<file path="src/hw/rtl/qvr_pkg.sv">
// shared types, constants and fixed-point helpers for the quaternion rotator
package qvr_pkg;

    localparam int unsigned QVR_FX_W      = 32;
    localparam int unsigned QVR_FRAC_BITS = 16;
    localparam int unsigned QVR_TERMS     = 8;

    localparam logic QVR_CMD_ROT = 1'b0;
    localparam logic QVR_CMD_INV = 1'b1;

    typedef logic signed [QVR_FX_W-1:0]   t_fx;
    typedef logic signed [2*QVR_FX_W-1:0] t_fx_wide;

    typedef struct packed {
        t_fx x;
        t_fx y;
        t_fx z;
    } t_vec;

    typedef struct packed {
        t_fx ww;
        t_fx xx;
        t_fx yy;
        t_fx zz;
        t_fx wx;
        t_fx wy;
        t_fx wz;
        t_fx xy;
        t_fx xz;
        t_fx yz;
    } t_quat_prod;

    typedef t_fx [QVR_TERMS-1:0] t_term_row;

    typedef struct packed {
        t_term_row x;
        t_term_row y;
        t_term_row z;
    } t_terms;

    // full product, arithmetic shift by the fraction width, keep low word
    function automatic t_fx fx_mul(t_fx a, t_fx b, int unsigned frac);
        t_fx_wide p;
        p = t_fx_wide'(a) * t_fx_wide'(b);
        return t_fx'(p >>> frac);
    endfunction

    // multiply by fixed-point two; the constant wraps negative at the widest fraction
    function automatic t_fx fx_dbl(t_fx t, logic neg);
        t_fx d;
        d = t <<< 1;
        return neg ? -d : d;
    endfunction

endpackage

</file>
<file path="src/hw/rtl/qvr_sum.sv">
// stages three and four: partial sums, then final sums into the output register
module qvr_sum (
    input  logic            i_clk,
    input  logic            i_rst_n,
    input  logic            i_valid,
    output logic            o_ready,
    input  qvr_pkg::t_terms i_terms,
    output logic            o_part_valid,
    output logic            o_valid,
    input  logic            i_ready,
    output qvr_pkg::t_vec   o_vec
);
    import qvr_pkg::*;

    logic r_part_valid;
    logic r_valid;
    t_vec r_part_lo;
    t_vec r_part_hi;
    t_vec r_out;
    t_vec n_part_lo;
    t_vec n_part_hi;
    t_vec n_out;
    logic out_ready;

    assign out_ready = !r_valid || i_ready;
    assign o_ready   = !r_part_valid || out_ready;

    always_comb begin
        n_part_lo.x = i_terms.x[0] + i_terms.x[1] - i_terms.x[2] + i_terms.x[3];
        n_part_hi.x = i_terms.x[4] + i_terms.x[5] - i_terms.x[6] - i_terms.x[7];
        n_part_lo.y = i_terms.y[0] + i_terms.y[1] + i_terms.y[2] + i_terms.y[3];
        n_part_hi.y = i_terms.y[5] - i_terms.y[4] - i_terms.y[6] - i_terms.y[7];
        n_part_lo.z = i_terms.z[0] + i_terms.z[1] + i_terms.z[2] - i_terms.z[3];
        n_part_hi.z = i_terms.z[5] + i_terms.z[7] - i_terms.z[4] - i_terms.z[6];
    end

    always_comb begin
        n_out.x = r_part_lo.x + r_part_hi.x;
        n_out.y = r_part_lo.y + r_part_hi.y;
        n_out.z = r_part_lo.z + r_part_hi.z;
    end

    always_ff @(posedge i_clk) begin
        if (!i_rst_n) begin
            r_part_valid <= 1'b0;
            r_valid      <= 1'b0;
        end else begin
            if (o_ready) begin
                r_part_valid <= i_valid;
            end
            if (out_ready) begin
                r_valid <= r_part_valid;
            end
        end
    end

    always_ff @(posedge i_clk) begin
        if (o_ready && i_valid) begin
            r_part_lo <= n_part_lo;
            r_part_hi <= n_part_hi;
        end
        if (out_ready && r_part_valid) begin
            r_out <= n_out;
        end
    end

    assign o_part_valid = r_part_valid;
    assign o_valid      = r_valid;
    assign o_vec        = r_out;
endmodule
</file>
<file path="config.mk">
export PLATFORM = sky130hd
export DESIGN_NAME = qvr_sum
export DESIGN_NICKNAME = d
export VERILOG_FILES = /design/src/hw/rtl/qvr_pkg.sv /design/src/hw/rtl/qvr_sum.sv
export SDC_FILE = /design/constraint.sdc
export NUM_CORES = 2
export LEC_CHECK = 0
export BUFFER_PORTS_ARGS = -buffer_cell sky130_fd_sc_hd__buf_4
export CAP_MARGIN = 20
export CORE_AREA = 2 2 336 338
export CTS_CLUSTER_DIAMETER = 50
export DETAILED_ROUTE_END_ITERATION = 8
export DIE_AREA = 0 0 338 340
export RECOVER_POWER = 100
export SLEW_MARGIN = 20
export SYNTH_ARGS = -nofsm -noshare
export SYNTH_HDL_FRONTEND = slang
export SYNTH_SLANG_ARGS = --single-unit
</file>
<file path="constraint.sdc">
create_clock -name i_clk -period 17.76 [get_ports i_clk]
set_input_delay 4.44 -clock i_clk [delete_from_list [all_inputs] [get_ports i_clk]]
set_output_delay 4.44 -clock i_clk [all_outputs]
set_load 0.01 [all_outputs]
</file>
==> results.txt <==
Synth Area in Compound Gates: 0.146
PortBufs: 870
Crit path cell chain: clkbuf_4 > nor2b_1 > nand2_1 > and2_0 > clkbuf_1 > clkbuf_1
Crit end category: flop
Routed WL: 106000 um
Most common cell on crit path: clkbuf_1
Root buf cell: clkbuf_16
Data required time of the worst path: 17.84 ns
Syn nets: 5002
Max-Cap Viols: 6
Final setup margin: 7.07 ns
Synth area leaders: edfxtp_1, fa_1, inv_1
Mux share of post-synthesis cell area: 0.000297
CP max-delay cell: clkbuf_1
Synth Register Bits: 290
Hold path startpoint: r_part_hi[0]
CP startpoint: i_ready
Max-slew violation count: 298
Largest family of logic cells by synthesized area: adder cells
CTS buffer count: 46
Area growth syn-to-layout: 27.7%
Clock transition at path regs: 0.06 ns
CP Launch Type: input port
Total power: 6.24 mW
Core Box Area: 112000 um2
Dpl cell area: 42100 um2
Share of cells above drive strength 1: 0.194
Largest net degree at the start of global routing: 69
Mapped Area: 33700 um2
Reg-to-reg setup timing slack: 10.62 ns
Nets: 5899
Reg-to-reg endpoint: r_part_lo[63]
Sequential-to-total area share from yosys stat: 0.258
I/O pin count: 871
TritonRoute pass-1 iters: 5
Outcome: finished with violations
Finished Cell Area: 43000 um2
Die area: 115000 um2
Worst-case clock buffer depth: 3
Row count: 123
Tmin final: 10.69 ns
CP Max Fanout: 68
WHS Endpoint: o_vec[0]
Setup WS pre-CTS: 8.14 ns
Worst endpoint data arrival time: 10.77 ns
R2R cell count: 5
XOR/XNOR Fraction of Synth Area: 0.0735
Synth warnings: 0
Cell count after synthesis: 3573
Die Wd: 338 um
Hold path depth: 1
Initial antenna violation count: 7
Vias: 27000
Final Wtd Congestion: 0.926
Gr usage total: 0.183
Post-DP HPWL: 94000 um
Sink Count: 290
Finished Layout Cells: 6011
DRT iter0 DRCs: 1343
Post-CTS Setup Bufs: 0
Post-synth top area cell: edfxtp_1
Max frequency: 93.6 MHz
HP Class: reg2reg
CTS resizes: 0
H-tree levels: 2
Most common cell in the netlist: inv_1
# hold bufs at CTS: 0
Cell count after placement: 5922
Buf/Inv on CP: 3
Synth unique cells: 77
Fillcell total: 11400
Routed wire length per instance: 17.6 um
GRT overflow: 0
Vias in the first global route: 28200
Worst-case clock skew: 0.0290 ns
Util after Layout: 0.386
Post-synth EDFFs: 288
Worst-Margin Slew: 4.42 ns
RSZ-0062 raised after global routing: false
Critical path's top delay family: buffers and inverters
Drt drc: 0
Pwr/cell area: 145 nW/um2
Leak Pwr: 22.0 nW
Setup TNS: 0 ns
Initial Util: 0.302
Final hold vios: 0
Post-synthesis adder-cell area fraction: 0.327
Clock Latency Late Sink: 0.59 ns
CTS tree: built
Asr flop ratio synth: 0
Failing checks: max-capacitance violations, max-slew violations
First-pass GRT wire length: 160000 um
Post-synth top cells: inv_1, fa_1, edfxtp_1, ha_1, a21oi_1
Syn Area/Cell: 9.43 um2
Simple-gate share of the synthesized area: 0.0742
Antenna-violating nets left: 0
Hold WS: 0.540 ns
Die H: 340 um
Relative slew slack: -1.95
Ys flop type: edfxtp_1
Final setup violating endpoints: 0
Yosys top cell area share: 0.257
Final Cycle Share: 0.602
VDD IR max: 67.7 uV
Critical path depth in cells: 6
Via/cell ratio: 4.49
Slowest stage delay, CP: 2.81 ns
CP Class: in2reg
Reg2Reg Launch Point: o_valid
[area by class of cell]
| type | instances | area [um2] | share of cell area |
|---|---|---|---|
| antenna | 4 | 10.0 | 0.000233 |
| tap | 1500 | 1880 | 0.0436 |
| timing repair buffer | 876 | 6170 | 0.143 |
| inverter | 1062 | 3990 | 0.0926 |
| multi-input combinational | 2194 | 20800 | 0.484 |
| sequential | 290 | 8690 | 0.202 |
| clock buffer | 50 | 1170 | 0.0271 |
| clock inverter | 35 | 338 | 0.00785 |
[state kept, by name (all words and copies together) (netlist names)]
name / cells
r_part_hi: 96
o_vec: 96
o_valid: 1
o_part_valid: 1
r_part_lo: 96
[logic make-up after synthesis]
group	count (synthesis)
DFF	290
and+or+nand+nor	510
AOI/OAI and AO/OA	743
adders and majority gates	657
xor gates and xnor gates	283
buffers and inverters	1089
muxes	1
[worst max path at each step]
stage	to	slack, ns
after floorplan	r_part_hi[0]	8.14
after global placement	o_ready	8.18
after detailed placement	o_ready	8.14
after CTS	o_ready	8.14
after global routing	r_part_lo[63]	6.31
final	r_part_lo[63]	7.07
[report_power, final]
group	leakage, nW	switching (mW)	internal, mW	total [mW]
Combinational	18.5	2.26	1.64	3.90
Clock	0.718	0.362	0.518	0.880
Sequential	2.79	0.134	1.33	1.46
Total	22.0	2.75	3.49	6.24
[cells in the final DEF, fill, tap and decap left out, drive strengths merged, types with 5 or more instances in the layout]
master / instances
fa: 375
or2: 14
a31oi: 16
nor2: 121
nand2b: 40
clkinvlp: 7
buf: 753
o21ai: 122
o41ai: 7
o211ai: 14
o31a: 5
a41oi: 5
and2: 7
o21a: 27
and3: 24
nor2b: 43
a211oi: 20
xnor2: 202
a21boi: 14
or3: 6
clkbuf: 173
a221o: 6
a21o: 156
o31ai: 13
nand3: 50
o2111ai: 5
nand4: 25
edfxtp: 288
a31o: 11
nor3: 35
clkinv: 14
inv: 1074
a21oi: 242
nand2: 125
ha: 282
a211o: 5
o21bai: 36
xor2: 81
[routing by layer]
metal	GRT usage	wire length, um
met3	0.0263	5880
met1	0.233	45000
met5	0	34
met4	0.0416	2510
met2	0.325	52600
(Power assumes the default switching activity.)
